`src/rtl/sae_pkg.sv`:
```
// ============================================================================
// sae_pkg: shared definitions for the sorted array engine
// Field widths, capacity, command and status codes, and the control structs
// that join the controller to the datapath.
// ============================================================================
package sae_pkg;

    // Storage geometry
    localparam int CAPACITY = 32;
    localparam int DATA_W   = 32;
    localparam int IDX_W    = $clog2(CAPACITY);
    localparam int CNT_W    = $clog2(CAPACITY + 1);

    // Result field widths
    localparam int POS_W    = 5;
    localparam int COUNT_W  = 6;

    // Command codes
    localparam logic [1:0] CMD_ADD    = 2'd0;
    localparam logic [1:0] CMD_REMOVE = 2'd1;
    localparam logic [1:0] CMD_SEARCH = 2'd2;

    // Status codes
    localparam logic [1:0] ST_OK      = 2'd0;
    localparam logic [1:0] ST_FULL    = 2'd1;
    localparam logic [1:0] ST_MISSING = 2'd2;

    // Controller to datapath commands
    typedef struct packed {
        logic load;      // capture the accepted item
        logic scan;      // one step of the linear insert/remove pass
        logic srch_rd;   // issue the read of the bisection midpoint
        logic srch_cmp;  // compare the midpoint entry and narrow the range
        logic res_load;  // load the result register and commit the count
    } sae_dp_cmd_t;

    // Datapath to controller status
    typedef struct packed {
        logic [1:0] cmd;       // command of the item at work
        logic       full;      // store full when the item was taken
        logic       empty;     // store empty
        logic       scan_last; // the last slot of the pass is being handled
        logic       srch_done; // bisection range is empty
        logic       srch_hit;  // midpoint entry equals the operand
        logic       out_busy;  // result register holds an item not yet taken
    } sae_dp_sts_t;

endpackage

```
`src/rtl/sae_if.sv`:
```
// ============================================================================
// sae_if: channel interfaces of the sorted array engine
// Request, response and configuration channels, each with valid and ready.
// ============================================================================

// Request channel: one command item
interface sae_req_if;
    logic               valid;
    logic               ready;
    logic [1:0]         cmd;
    logic signed [31:0] value;

    modport source (output valid, output cmd, output value, input ready);
    modport sink   (input valid, input cmd, input value, output ready);
endinterface

// Response channel: one result item
interface sae_rsp_if;
    logic       valid;
    logic       ready;
    logic [1:0] status;
    logic [4:0] position;
    logic [5:0] count;

    modport source (output valid, output status, output position, output count,
                    input ready);
    modport sink   (input valid, input status, input position, input count,
                    output ready);
endinterface

// Configuration channel: write of the order register
interface sae_cfg_if;
    logic valid;
    logic ready;
    logic descending;

    modport source (output valid, output descending, input ready);
    modport sink   (input valid, input descending, output ready);
endinterface

```
`src/rtl/sorted_array_engine_core.sv`:
```
// ============================================================================
// sorted_array_engine_core: sorted store of signed 32-bit values
// Add, remove and bisection search over up to CAPACITY entries kept in a
// RAM, in ascending or descending order.
// ============================================================================
//
//  Channel   Dir  Handshake      Item contents
//  cfg       in   valid/ready    descending (order select)
//  req       in   valid/ready    cmd, value
//  rsp       out  valid/ready    status, position, count
//
//  Add and remove run a linear pass that visits one entry per cycle; a full
//  add or a remove on an empty store skips the pass. Search runs bisection
//  steps and ends early on a hit. A new item is accepted once the previous
//  one has reached the result register; a result waiting on rsp blocks only
//  the next result.
//  After reset the store is empty and ascending; cfg is always ready.
//
module sorted_array_engine_core (
    input logic       clk,
    input logic       rst_n,
    sae_cfg_if.sink   cfg,
    sae_req_if.sink   req,
    sae_rsp_if.source rsp
);

    sae_pkg::sae_dp_cmd_t dp_cmd;
    sae_pkg::sae_dp_sts_t dp_sts;

    // Order register is always writable
    assign cfg.ready = 1'b1;

    // Controller
    sae_ctrl u_ctrl (
        .clk       (clk),
        .rst_n     (rst_n),
        .req_valid (req.valid),
        .req_ready (req.ready),
        .sts       (dp_sts),
        .cmd       (dp_cmd)
    );

    // Datapath
    sae_dpath u_dpath (
        .clk            (clk),
        .rst_n          (rst_n),
        .cfg_valid      (cfg.valid),
        .cfg_descending (cfg.descending),
        .req_cmd        (req.cmd),
        .req_value      (req.value),
        .cmd            (dp_cmd),
        .sts            (dp_sts),
        .rsp_ready      (rsp.ready),
        .rsp_valid      (rsp.valid),
        .rsp_status     (rsp.status),
        .rsp_position   (rsp.position),
        .rsp_count      (rsp.count)
    );

`ifndef NO_ASSERTIONS
    // An accepted item closes the request side until it has been worked off.
    a_one_at_a_time: assert property (@(posedge clk) disable iff (!rst_n)
        (req.valid && req.ready) |=> !req.ready)
        else $error("request accepted while an item was at work");

    // The reported count never exceeds the capacity.
    a_count_bound: assert property (@(posedge clk) disable iff (!rst_n)
        rsp.valid |-> (rsp.count <= sae_pkg::COUNT_W'(sae_pkg::CAPACITY)))
        else $error("result count beyond capacity");

    // An error result carries position zero.
    a_error_position: assert property (@(posedge clk) disable iff (!rst_n)
        (rsp.valid && (rsp.status != sae_pkg::ST_OK)) |-> (rsp.position == '0))
        else $error("error result with nonzero position");

    // A result is only loaded when the result register is free.
    a_no_overwrite: assert property (@(posedge clk) disable iff (!rst_n)
        dp_cmd.res_load |-> (!rsp.valid || rsp.ready))
        else $error("result register overwritten before it was taken");
`endif

endmodule

```
`src/rtl/sae_ram.sv`:
```
// ============================================================================
// sae_ram: generic simple dual-port RAM
// One write port and one read port, with the read data registered.
// ============================================================================
module sae_ram #(
    parameter int WIDTH = 32,
    parameter int DEPTH = 32
) (
    input  logic                     clk,
    input  logic                     we,
    input  logic [$clog2(DEPTH)-1:0] waddr,
    input  logic [WIDTH-1:0]         wdata,
    input  logic [$clog2(DEPTH)-1:0] raddr,
    output logic [WIDTH-1:0]         rdata
);

    logic [WIDTH-1:0] mem [DEPTH];

    // Write and registered read
    always_ff @(posedge clk)
    begin
        if (we)
        begin
            mem[waddr] <= wdata;
        end
        rdata <= mem[raddr];
    end

endmodule

```
`src/rtl/sae_ctrl.sv`:
```
// ============================================================================
// sae_ctrl: controller of the sorted array engine
// Sequences dispatch, the linear insert/remove pass, bisection and the
// hand-off of the result item.
// ============================================================================
module sae_ctrl (
    input  logic                 clk,
    input  logic                 rst_n,
    input  logic                 req_valid,
    output logic                 req_ready,
    input  sae_pkg::sae_dp_sts_t sts,
    output sae_pkg::sae_dp_cmd_t cmd
);

    localparam logic [2:0] S_IDLE     = 3'd0;
    localparam logic [2:0] S_DISPATCH = 3'd1;
    localparam logic [2:0] S_ADD      = 3'd2;
    localparam logic [2:0] S_REMOVE   = 3'd3;
    localparam logic [2:0] S_SRCH_RD  = 3'd4;
    localparam logic [2:0] S_SRCH_CMP = 3'd5;
    localparam logic [2:0] S_FINISH   = 3'd6;

    logic [2:0] state_reg;
    logic [2:0] state_next;

    assign req_ready = (state_reg == S_IDLE);

    // Next state and commands
    always_comb
    begin
        state_next   = state_reg;
        cmd          = '0;
        case (state_reg)
            S_IDLE:
            begin
                if (req_valid)
                begin
                    cmd.load   = 1'b1;
                    state_next = S_DISPATCH;
                end
            end
            S_DISPATCH:
            begin
                case (sts.cmd)
                    sae_pkg::CMD_ADD:    state_next = sts.full ? S_FINISH : S_ADD;
                    sae_pkg::CMD_REMOVE: state_next = sts.empty ? S_FINISH : S_REMOVE;
                    sae_pkg::CMD_SEARCH: state_next = S_SRCH_RD;
                    default:             state_next = S_FINISH;
                endcase
            end
            S_ADD, S_REMOVE:
            begin
                cmd.scan = 1'b1;
                if (sts.scan_last)
                begin
                    state_next = S_FINISH;
                end
            end
            S_SRCH_RD:
            begin
                if (sts.srch_done)
                begin
                    state_next = S_FINISH;
                end
                else
                begin
                    cmd.srch_rd = 1'b1;
                    state_next  = S_SRCH_CMP;
                end
            end
            S_SRCH_CMP:
            begin
                cmd.srch_cmp = 1'b1;
                state_next   = sts.srch_hit ? S_FINISH : S_SRCH_RD;
            end
            S_FINISH:
            begin
                if (!sts.out_busy)
                begin
                    cmd.res_load = 1'b1;
                    state_next   = S_IDLE;
                end
            end
            default:
            begin
                state_next = S_IDLE;
            end
        endcase
    end

    // State register
    always_ff @(posedge clk or negedge rst_n)
    begin
        if (!rst_n)
        begin
            state_reg <= S_IDLE;
        end
        else
        begin
            state_reg <= state_next;
        end
    end

endmodule

```
`src/rtl/sae_dpath.sv`:
```
// ============================================================================
// sae_dpath: datapath of the sorted array engine
// Entry RAM, count, order register, scan and bisection registers, and the
// result register.
// ============================================================================
module sae_dpath (
    input  logic                        clk,
    input  logic                        rst_n,
    input  logic                        cfg_valid,
    input  logic                        cfg_descending,
    input  logic [1:0]                  req_cmd,
    input  logic signed [31:0]          req_value,
    input  sae_pkg::sae_dp_cmd_t        cmd,
    output sae_pkg::sae_dp_sts_t        sts,
    input  logic                        rsp_ready,
    output logic                        rsp_valid,
    output logic [1:0]                  rsp_status,
    output logic [sae_pkg::POS_W-1:0]   rsp_position,
    output logic [sae_pkg::COUNT_W-1:0] rsp_count
);

    // Control registers
    logic                        descending_reg;
    logic [sae_pkg::CNT_W-1:0]   fill_reg;
    logic [sae_pkg::CNT_W-1:0]   fill_next;
    logic                        out_valid_reg;
    logic                        rd_pend_reg;
    logic                        rd_pend_next;

    // Item and work registers
    logic [1:0]                  cmd_reg;
    logic signed [31:0]          value_reg;
    logic                        full_reg;
    logic                        flag_reg;
    logic                        flag_next;
    logic [sae_pkg::CNT_W-1:0]   idx_reg;
    logic [sae_pkg::CNT_W-1:0]   idx_next;
    logic [sae_pkg::CNT_W-1:0]   rd_idx_reg;
    logic [sae_pkg::CNT_W-1:0]   pos_reg;
    logic [sae_pkg::CNT_W-1:0]   pos_next;
    logic signed [31:0]          hold_reg;
    logic signed [31:0]          hold_next;
    logic [sae_pkg::CNT_W-1:0]   lo_reg;
    logic [sae_pkg::CNT_W-1:0]   lo_next;
    logic [sae_pkg::CNT_W-1:0]   hi_reg;
    logic [sae_pkg::CNT_W-1:0]   hi_next;
    logic [sae_pkg::CNT_W-1:0]   mid_reg;
    logic [sae_pkg::CNT_W-1:0]   mid;
    logic [sae_pkg::CNT_W:0]     mid_sum;

    // Result registers
    logic [1:0]                  status_reg;
    logic [1:0]                  status_next;
    logic [sae_pkg::POS_W-1:0]   position_reg;
    logic [sae_pkg::COUNT_W-1:0] count_reg;

    // RAM port signals
    logic                        ram_we;
    logic [sae_pkg::IDX_W-1:0]   ram_waddr;
    logic signed [31:0]          ram_wdata;
    logic [sae_pkg::IDX_W-1:0]   ram_raddr;
    logic signed [31:0]          ram_rdata;

    // Scan helpers
    logic [sae_pkg::CNT_W-1:0]   last_slot;
    logic [sae_pkg::CNT_W-1:0]   rd_idx_dec;
    logic                        issue;
    logic                        past;
    logic                        equal;

    sae_ram #(
        .WIDTH (sae_pkg::DATA_W),
        .DEPTH (sae_pkg::CAPACITY)
    ) u_ram (
        .clk   (clk),
        .we    (ram_we),
        .waddr (ram_waddr),
        .wdata (ram_wdata),
        .raddr (ram_raddr),
        .rdata (ram_rdata)
    );

    // Order test and equality on the entry that the RAM returns
    assign past  = descending_reg ? (ram_rdata <= value_reg) : (ram_rdata >= value_reg);
    assign equal = (ram_rdata == value_reg);

    // The add pass visits one slot past the stored entries; remove stops at the last one
    assign last_slot  = (cmd_reg == sae_pkg::CMD_ADD) ? fill_reg
                                                      : fill_reg - sae_pkg::CNT_W'(1);
    assign issue      = (idx_reg <= last_slot);
    assign rd_idx_dec = rd_idx_reg - sae_pkg::CNT_W'(1);

    // Floor midpoint of the range [lo, hi)
    assign mid_sum = {1'b0, lo_reg} + {1'b0, hi_reg} - (sae_pkg::CNT_W + 1)'(1);
    assign mid     = mid_sum[sae_pkg::CNT_W:1];

    // Status toward the controller
    assign sts.cmd       = cmd_reg;
    assign sts.full      = full_reg;
    assign sts.empty     = (fill_reg == '0);
    assign sts.scan_last = rd_pend_reg && (rd_idx_reg == last_slot);
    assign sts.srch_done = (lo_reg >= hi_reg);
    assign sts.srch_hit  = equal;
    assign sts.out_busy  = out_valid_reg && !rsp_ready;

    // Scan and bisection step logic
    always_comb
    begin
        ram_we       = 1'b0;
        ram_waddr    = rd_idx_reg[sae_pkg::IDX_W-1:0];
        ram_wdata    = value_reg;
        ram_raddr    = idx_reg[sae_pkg::IDX_W-1:0];
        idx_next     = idx_reg;
        rd_pend_next = 1'b0;
        flag_next    = flag_reg;
        pos_next     = pos_reg;
        hold_next    = hold_reg;
        lo_next      = lo_reg;
        hi_next      = hi_reg;
        if (cmd.scan)
        begin
            // Read the next slot while the previous one is handled
            if (issue)
            begin
                rd_pend_next = 1'b1;
                idx_next     = idx_reg + sae_pkg::CNT_W'(1);
            end
            if (rd_pend_reg)
            begin
                if (cmd_reg == sae_pkg::CMD_ADD)
                begin
                    if (!flag_reg && ((rd_idx_reg == fill_reg) || past))
                    begin
                        ram_we    = 1'b1;
                        ram_wdata = value_reg;
                        hold_next = ram_rdata;
                        flag_next = 1'b1;
                        pos_next  = rd_idx_reg;
                    end
                    else if (flag_reg)
                    begin
                        ram_we    = 1'b1;
                        ram_wdata = hold_reg;
                        hold_next = ram_rdata;
                    end
                end
                else
                begin
                    if (!flag_reg && equal)
                    begin
                        flag_next = 1'b1;
                        pos_next  = rd_idx_reg;
                    end
                    else if (flag_reg)
                    begin
                        ram_we    = 1'b1;
                        ram_waddr = rd_idx_dec[sae_pkg::IDX_W-1:0];
                        ram_wdata = ram_rdata;
                    end
                end
            end
        end
        if (cmd.srch_rd)
        begin
            ram_raddr = mid[sae_pkg::IDX_W-1:0];
        end
        if (cmd.srch_cmp)
        begin
            if (equal)
            begin
                flag_next = 1'b1;
                pos_next  = mid_reg;
            end
            else if (past)
            begin
                hi_next = mid_reg;
            end
            else
            begin
                lo_next = mid_reg + sae_pkg::CNT_W'(1);
            end
        end
    end

    // Result status and count after the command
    always_comb
    begin
        fill_next = fill_reg;
        case (cmd_reg)
            sae_pkg::CMD_ADD:
            begin
                status_next = full_reg ? sae_pkg::ST_FULL : sae_pkg::ST_OK;
                if (!full_reg)
                begin
                    fill_next = fill_reg + sae_pkg::CNT_W'(1);
                end
            end
            sae_pkg::CMD_REMOVE:
            begin
                status_next = flag_reg ? sae_pkg::ST_OK : sae_pkg::ST_MISSING;
                if (flag_reg)
                begin
                    fill_next = fill_reg - sae_pkg::CNT_W'(1);
                end
            end
            sae_pkg::CMD_SEARCH:
            begin
                status_next = flag_reg ? sae_pkg::ST_OK : sae_pkg::ST_MISSING;
            end
            default:
            begin
                status_next = sae_pkg::ST_OK;
            end
        endcase
    end

    // Control registers
    always_ff @(posedge clk or negedge rst_n)
    begin
        if (!rst_n)
        begin
            descending_reg <= 1'b0;
            fill_reg       <= '0;
            out_valid_reg  <= 1'b0;
            rd_pend_reg    <= 1'b0;
        end
        else
        begin
            if (cfg_valid)
            begin
                descending_reg <= cfg_descending;
            end
            if (cmd.res_load)
            begin
                fill_reg <= fill_next;
            end
            if (cmd.res_load)
            begin
                out_valid_reg <= 1'b1;
            end
            else if (rsp_ready)
            begin
                out_valid_reg <= 1'b0;
            end
            rd_pend_reg <= rd_pend_next;
        end
    end

    // Item, work and result registers
    always_ff @(posedge clk)
    begin
        if (cmd.load)
        begin
            cmd_reg   <= req_cmd;
            value_reg <= req_value;
            full_reg  <= (fill_reg == sae_pkg::CNT_W'(sae_pkg::CAPACITY));
            flag_reg  <= 1'b0;
            pos_reg   <= '0;
            idx_reg   <= '0;
            lo_reg    <= '0;
            hi_reg    <= fill_reg;
        end
        else
        begin
            flag_reg <= flag_next;
            pos_reg  <= pos_next;
            idx_reg  <= idx_next;
            lo_reg   <= lo_next;
            hi_reg   <= hi_next;
        end
        hold_reg   <= hold_next;
        rd_idx_reg <= idx_reg;
        if (cmd.srch_rd)
        begin
            mid_reg <= mid;
        end
        if (cmd.res_load)
        begin
            status_reg   <= status_next;
            position_reg <= sae_pkg::POS_W'(pos_reg);
            count_reg    <= sae_pkg::COUNT_W'(fill_next);
        end
    end

    assign rsp_valid    = out_valid_reg;
    assign rsp_status   = status_reg;
    assign rsp_position = position_reg;
    assign rsp_count    = count_reg;

endmodule

```
`src/flat_wrapper.sv`:
```
// flat-port wrapper written by rule: the top's interface ports become plain ports
module sorted_array_engine_core_flat 
  (clk, rst_n, cfg_valid, cfg_descending, cfg_ready, req_valid, req_cmd, req_value, req_ready, rsp_valid, rsp_status, rsp_position, rsp_count, rsp_ready);
  sae_cfg_if cfg_i ();
  sae_req_if req_i ();
  sae_rsp_if rsp_i ();
  input logic clk;
  input logic rst_n;
  input wire logic [$bits(cfg_i.valid)-1:0] cfg_valid;
  input wire logic [$bits(cfg_i.descending)-1:0] cfg_descending;
  output wire logic [$bits(cfg_i.ready)-1:0] cfg_ready;
  input wire logic [$bits(req_i.valid)-1:0] req_valid;
  input wire logic [$bits(req_i.cmd)-1:0] req_cmd;
  input wire logic [$bits(req_i.value)-1:0] req_value;
  output wire logic [$bits(req_i.ready)-1:0] req_ready;
  output wire logic [$bits(rsp_i.valid)-1:0] rsp_valid;
  output wire logic [$bits(rsp_i.status)-1:0] rsp_status;
  output wire logic [$bits(rsp_i.position)-1:0] rsp_position;
  output wire logic [$bits(rsp_i.count)-1:0] rsp_count;
  input wire logic [$bits(rsp_i.ready)-1:0] rsp_ready;
  assign cfg_i.valid = cfg_valid;
  assign cfg_i.descending = cfg_descending;
  assign cfg_ready = cfg_i.ready;
  assign req_i.valid = req_valid;
  assign req_i.cmd = req_cmd;
  assign req_i.value = req_value;
  assign req_ready = req_i.ready;
  assign rsp_valid = rsp_i.valid;
  assign rsp_status = rsp_i.status;
  assign rsp_position = rsp_i.position;
  assign rsp_count = rsp_i.count;
  assign rsp_i.ready = rsp_ready;
  sorted_array_engine_core u_core (.clk(clk), .rst_n(rst_n), .cfg(cfg_i), .req(req_i), .rsp(rsp_i));
endmodule
```
`config.mk`:
```
export PLATFORM = sky130hd
export DESIGN_NAME = sorted_array_engine_core_flat
export DESIGN_NICKNAME = d
export VERILOG_FILES = /design/src/rtl/sae_pkg.sv /design/src/rtl/sae_if.sv /design/src/rtl/sorted_array_engine_core.sv /design/src/rtl/sae_ram.sv /design/src/rtl/sae_ctrl.sv /design/src/rtl/sae_dpath.sv /design/src/flat_wrapper.sv
export SDC_FILE = /design/constraint.sdc
export NUM_CORES = 2
export LEC_CHECK = 0
export ABC_CLOCK_PERIOD_IN_PS = 4700
export BUFFER_PORTS_ARGS = -buffer_cell sky130_fd_sc_hd__buf_2
export CORE_MARGIN = 3
export CORE_UTILIZATION = 50
export DETAILED_ROUTE_END_ITERATION = 10
export PLACE_DENSITY = 0.77
export SLEW_MARGIN = 20
export SYNTH_ARGS = -nofsm -noshare
export SYNTH_HDL_FRONTEND = slang
export SYNTH_HIERARCHICAL = 1
export SYNTH_SLANG_ARGS = --single-unit
```
`constraint.sdc`:
```
create_clock -name clk -period 4.7 [get_ports clk]
set_input_delay 0.47 -clock clk [delete_from_list [all_inputs] [get_ports clk]]
set_output_delay 0.47 -clock clk [all_outputs]
set_load 0.02 [all_outputs]
```
Word-level counts from Yosys, hierarchy flattened
Memories as Yosys holds them, arrays and structs flattened. A register that Yosys moved wholly into a read port is not among the register bits.
Index checks and enable logic that the tools add are counted.
- $add $sub $neg: 7
- reductions and logical operators: 21
- equality and inequality tests: 16
- mux-type cells: 70
- magnitude comparators: 4
- bitwise gates (word level): 2
- operator list (cell ; count):
    $mux 32 ; 9
    $mux 6 ; 14
    $eq 32x32->1 ; 1
    $ge 32x32->1 ; 1
    $le 32x32->1 ; 1
    $mux 5 ; 6
    $mux 1 ; 29
    $add 6x1->6 const B ; 3
    $pmux 3 s6 ; 1
    $mux 3 ; 5
    $eq 6x6->1 ; 2
    $pmux 6 s2 ; 1
    $eq 3x3->1 const B ; 3
    $pmux 3 s3 ; 1
    $reduce_and 3->1 ; 3
    $reduce_bool 2->1 ; 4
    $add 6x6->7 ; 1
    $sub 7x1->7 const B ; 1
    $eq 3x2->1 const B ; 2
    $eq 6x6->1 const B ; 1
    $ge 6x6->1 ; 1
    $le 6x6->1 ; 1
    $logic_not 6->1 ; 1
    $mux 2 ; 3
    other kinds (17) ; 25
- logic and storage cells: 140
- output and inout port bits: 16
- memories: 1
- input port bits: 40
- register bits: 129
- bits in writable memories: 1024
- memories (name ; words ; bits a word ; read ports ; clocked after memory_dff ; write ports ; line ; RTL):
    u_core.u_dpath.u_ram.mem ; 32 ; 32 ; 1 ; 1 ; 1 ; sae_ram.sv:17 ; logic [WIDTH-1:0] mem [DEPTH];

Depth between registers and ports, before layout
- depth after elaboration: 10
- mapped depth: 21
- mapped depth without buffers: 17

Modules after synthesis
The synthesis kept the hierarchy.
- by module, submodules not included (module ; area each (um^2) ; cells each ; sequential area each (um^2) ; instances):
    sae_ram ; 40492.6 ; 2260 ; 31390.1 ; 1
    sae_dpath ; 7442.1 ; 720 ; 3468.3 ; 1
    sae_ctrl ; 290.3 ; 34 ; 75.1 ; 1
    sorted_array_engine_core ; 11.3 ; 2 ; 0.0 ; 1

Worst setup path before layout
OpenSTA, ideal clock, no wires.
- path kind: flip-flop to flip-flop
- start: reg u_core.u_dpath.value_reg[14]
- end: mem u_core.u_dpath.u_ram.mem[28][0], enable pin
- path buffers: 2
- setup time: 421 ps
- setup slack: -12 ps
- clock period less this slack: 4712 ps
- cell stages (with the launch flop): 14
- data arrival time: 4291 ps
- required time: 4279 ps
- cell sequence: edfxtp_1 -> inv_1 -> ha_1 -> a21oi_1 -> nand2_1 -> a21o_1 -> o41a_1 -> nor3_1 -> buf_2 -> o311ai_1 -> nand2_1 -> or3b_2 -> clkbuf_1 -> nor2_1
- word-level cells in the longest chain between the ends: 10
- elaborated cells between the ends (all ways): 18
- classes of those cells: 2 x order compare; 1 x eq/ne; 12 x mux; 3 x reduce/logical
- RTL lines (item ; line ; RTL):
    start, declared ; sae_dpath.sv:32 ; logic signed [31:0] value_reg;
    start signal, assigned ; sae_dpath.sv:255 ; value_reg <= req_value;
    $ge 32x32->1 or $le 32x32->1 (tied branches) ; sae_dpath.sv:84 ; assign past = descending_reg ? (ram_rdata <= value_reg) : (ram_rdata >= value_reg);
    $mux 1 ; sae_dpath.sv:84 ;
    $logic_or 1x1->1 ; sae_dpath.sv:132 ; if (!flag_reg && ((rd_idx_reg == fill_reg) || past))
    $logic_and 1x1->1 ; sae_dpath.sv:132 ;
    $mux 1 ; sae_dpath.sv:132 ;
    $mux 1 * ; sae_dpath.sv:130 ; if (cmd_reg == sae_pkg::CMD_ADD)
    $mux 1 * ; sae_dpath.sv:128 ; if (rd_pend_reg)
    $mux 1 * ; sae_dpath.sv:120 ; if (cmd.scan)
    net u_core.u_dpath.ram_we ; sae_dpath.sv:58 ; logic ram_we;
    $mux 1 * ; sae_ram.sv:22 ; if (we)
    $mux 1 (not written as such) * ; sae_ram.sv:24 ; mem[waddr] <= wdata;
    end, declared ; sae_ram.sv:17 ;
Mark *: on every way through the listed nets, which the timed path passes. The rest lies on a longest branch.

Final worst setup path
- start: reg u_core.u_dpath.value_reg[31]
- end: mem u_core.u_dpath.u_ram.mem[0][20], enable pin
Same word-level chain as after synthesis.

==> results by group <==
Run status
  • Status: complete, no violations

Timing
  • Final Critical Period: between 4 and 5 ns
  • Clock Skew: 0.0375 ns
  • Fmax: 238 MHz
  • Pins Over Slew Limit: 0
  • Unrepaired setup endpoints after global routing: false
  • Final hold vios: 0
  • Endpoints failing setup: 0
  • Slew @ Worst Pin: 1.06 ns
  • Slew headroom: 29.0%
  • Period utilisation layout: 89.4%
  • Worst hold slack: 0.0316 ns
  • Setup_tns: 0 ns

Routing
  • DR iter-0 viols: approximately 3200
  • Routed Wire Length: 119 mm
  • Antenna-violating nets left: 0
  • WL per Instance: 26.1 um
  • DR vias/cell: 6.10
  • Via count: between 20000 and 30000
  • # DRC: 0
  • Pre-antenna DRT Iters: 5

Worst hold path
  • Hold path endpoint: u_core/u_dpath/value_reg[19]
  • Min-Delay Path Depth: 1
  • Min-delay src: req_value[19]
  • Min-delay worst type: in -> reg

Cells and area
  • Commonest non-fill, non-tap cells in the layout: 1116 x edfxtp_1, 545 x mux2i_1, 173 x nand2_1
  • Area delta synth->final: 14.4%
  • Nets: 3293
  • Design area: 55200 um2
  • Post-layout util: 57.9%
  • Share of layout cells above drive strength 1: 13.7%
  • Commonest non-fill, non-tap cell in the layout: edfxtp_1
  • Largest register FFs: 1024
  • Layout Cells excl Fill: 4550
  • Largest reg by FF count: u_core/u_dpath/u_ram/mem

CTS
  • Cts hold-fix bufs: 32
  • Post CTS Setup Buffer Count: 0
  • Root Buffer: clkbuf_16
  • Num CTS Buffers: 110
  • CTS tree: yes
  • Post_cts resized: 0
  • Clk sink count: 1184
  • CTS max path bufs: 3
  • Clk_lat worst skew: slightly below 0.7 ns
  • Htree depth: 3
  • Reg clk slew, reported paths: roughly 0.060 ns

Global route
  • Total GRT Usage: a little under a quarter
  • Total grt overflow: 0
  • Vias in the first global route: 27200
  • First-pass GRT wire length: around 170 mm
  • Largest net degree at the start of global routing: 82
  • Initial antenna violation count: 1

Yosys
  • Number of synthesized flops with an enable pin: 1116
  • Ys flop type: edfxtp_1
  • Syn Inst Count: 3016
  • Post-Syn Area: 48200 um2
  • Post-synthesis sequential area ratio: 72.4%
  • Yosys reg bits: 1184
  • Avg Cell Area, Syn: about 16 um2
  • Synth warn: 6
  • Ys async rst share: 1.01%
  • Mapped Nets: 3120
  • Synth unique cells: 79

Floorplan
  • Width of the die: 317 um
  • Initial Utilization: 50.6%
  • Overall die area: between 100000 and 150000 um2
  • Std-Cell Rows: 113
  • Core area: 95300 um2
  • Die height: 317 um
  • Io pins: 56

Power and ir drop
  • PwrDens: 605 nW/um2
  • Leak pwr: 19.3 nW
  • Peak supply drop: 0.000610 V

Place
  • Placer Congestion: 0.883
  • Placed Cells: 4310
  • Detailed Place HPWL: 67.9 mm
  • DP Area: 51200 um2
  • Port bufs: 54

Worst setup path
  • Critical Path Fanout Max: 21
  • Reg2reg setup slack: ~0.5 ns
  • CP startpoint: u_core/u_dpath/value_reg[31]
  • CP Launch Type: register
  • CP Class: reg -> reg
  • R2R depth: 12
  • WP data required: around 5.0 ns
  • WP data arrival: 4.50 ns
  • Worst setup EP type: register
  • Reg2reg end: u_core/u_dpath/u_ram/mem[0][20]
  • Launching point of the worst reg2reg path: u_core/u_dpath/value_reg[31]

Flow run
  • MaxCap Viol Count: 0
==> kinds of logic (layout without fill, tap and decap cells) <==
logic type | after synthesis | in the layout | share of synthesized area [%]
DFF | 1184 | 1184 | 72.4
muxes | 558 | 558 | 11.6
and+or+nand+nor | 489 | 489 | 4.93
AOI/OAI and AO/OA | 446 | 446 | 6.19
buffers and inverters | 241 | 508 | 2.54
adders and majority gates | 64 | 64 | 1.68
xor gates and xnor gates | 33 | 33 | 0.599
other | 1 | 3 | 0.00777
==> metrics by stage <==
stage          setup slack (ns)  power (W)
2_1_floorplan           -0.0123     0.0212
5_1_grt                   0.209     0.0346
3_5_place_dp              0.601     0.0244
6_report                  0.499     0.0334
3_3_place_gp              0.714     0.0241
4_1_cts                   0.549     0.0333
==> metal layers <==
| metal | wire length, um | share of wire, % | GRT usage, % | up-vias |
|---|---|---|---|---|
| met5 | 13 | 0.011 | 0 | - |
| met2 | 56100 | 47 | 37.8 | 1488 |
| met4 | 4650 | 3.9 | 8.74 | 2 |
| met1 | 46600 | 39 | 31.9 | 13900 |
| met3 | 11200 | 9.5 | 4.81 | 295 |
| li1 | - | - | - | 12100 |
==> critical path: stages, from the launching register on <==
cell and delay [ns]:
edfxtp_1 0.35, inv_1 0.06, ha_1 0.37, nand4_1 0.39, nor4_2 0.35, buf_4 0.20, nand2_1 0.18, o21ai_1 0.23
o311ai_1 0.14, nand2_1 0.16, or3b_2 0.70, nor2_4 0.20, buf_4 0.45
==> cell type report <==
class / instances / area [um2]
well taps: 1265 / 1580
fillers: 6950 / 40100
clock buffers: 145 / 3010
flip-flops and latches: 1184 / 34900
repair buffers: 229 / 2230
clock inverters: 61 / 626
multi-input cells: 1591 / 12500
inverters: 73 / 274
diodes: 2 / 5.00
==> synth_stat cells, types with 4 or more instances <==
| cell type | instances | area [um2] |
|---|---|---|
| nor2_1 | 67 | 251 |
| nand4_1 | 13 | 81.3 |
| nor3_1 | 41 | 205 |
| dfxtp_1 | 56 | 1120 |
| nand2_1 | 175 | 657 |
| or3_1 | 4 | 25.0 |
| a22oi_1 | 96 | 721 |
| a21oi_1 | 133 | 666 |
| and2_1 | 5 | 31.3 |
| mux2_2 | 10 | 113 |
| buf_2 | 35 | 175 |
| nor3b_1 | 4 | 30.0 |
| o311ai_1 | 5 | 43.8 |
| a21o_1 | 8 | 60.1 |
| nor4_1 | 9 | 56.3 |
| o32ai_1 | 4 | 35.0 |
| o211ai_1 | 5 | 37.5 |
| buf_1 | 13 | 48.8 |
| mux2i_1 | 545 | 5460 |
| xor2_1 | 8 | 70.1 |
| buf_4 | 38 | 285 |
| o31ai_1 | 7 | 52.6 |
| buf_6 | 17 | 191 |
| a31oi_1 | 33 | 206 |
| dfrtp_1 | 12 | 300 |
| o41ai_1 | 4 | 35.0 |
| inv_1 | 73 | 274 |
| nand3b_1 | 8 | 60.1 |
| o21ai_0 | 50 | 250 |
| nand2b_1 | 6 | 37.5 |
| ha_1 | 63 | 788 |
| xnor2_1 | 25 | 219 |
| nand3_1 | 115 | 576 |
| nor2b_1 | 15 | 93.8 |
| a22o_1 | 65 | 569 |
| edfxtp_1 | 1116 | 33500 |
| clkbuf_1 | 63 | 236 |
| o21a_1 | 5 | 37.5 |
==> worst max path at each step <==
stage,endpoint,slack (ns),cells after the start
final,u_core/u_dpath/u_ram/mem[0][20],0.50,12
after global routing,u_core/u_dpath/u_ram/rdata[20],0.21,19
after global placement,u_core/u_dpath/u_ram/mem[0][7],0.71,12
after CTS,u_core/u_dpath/u_ram/mem[0][19],0.55,12
after floorplan,u_core/u_dpath/u_ram/mem[28][0],-0.01,13
after detailed placement,u_core/u_dpath/u_ram/mem[0][22],0.60,12
==> report_power, final <==
group / switching [W] / internal, W
logic: 0.00704 / 0.00430
clock network: 0.00377 / 0.00516
registers: 0.000466 / 0.0126
total: 0.0113 / 0.0221
Power figures use the tool's default switching activity.
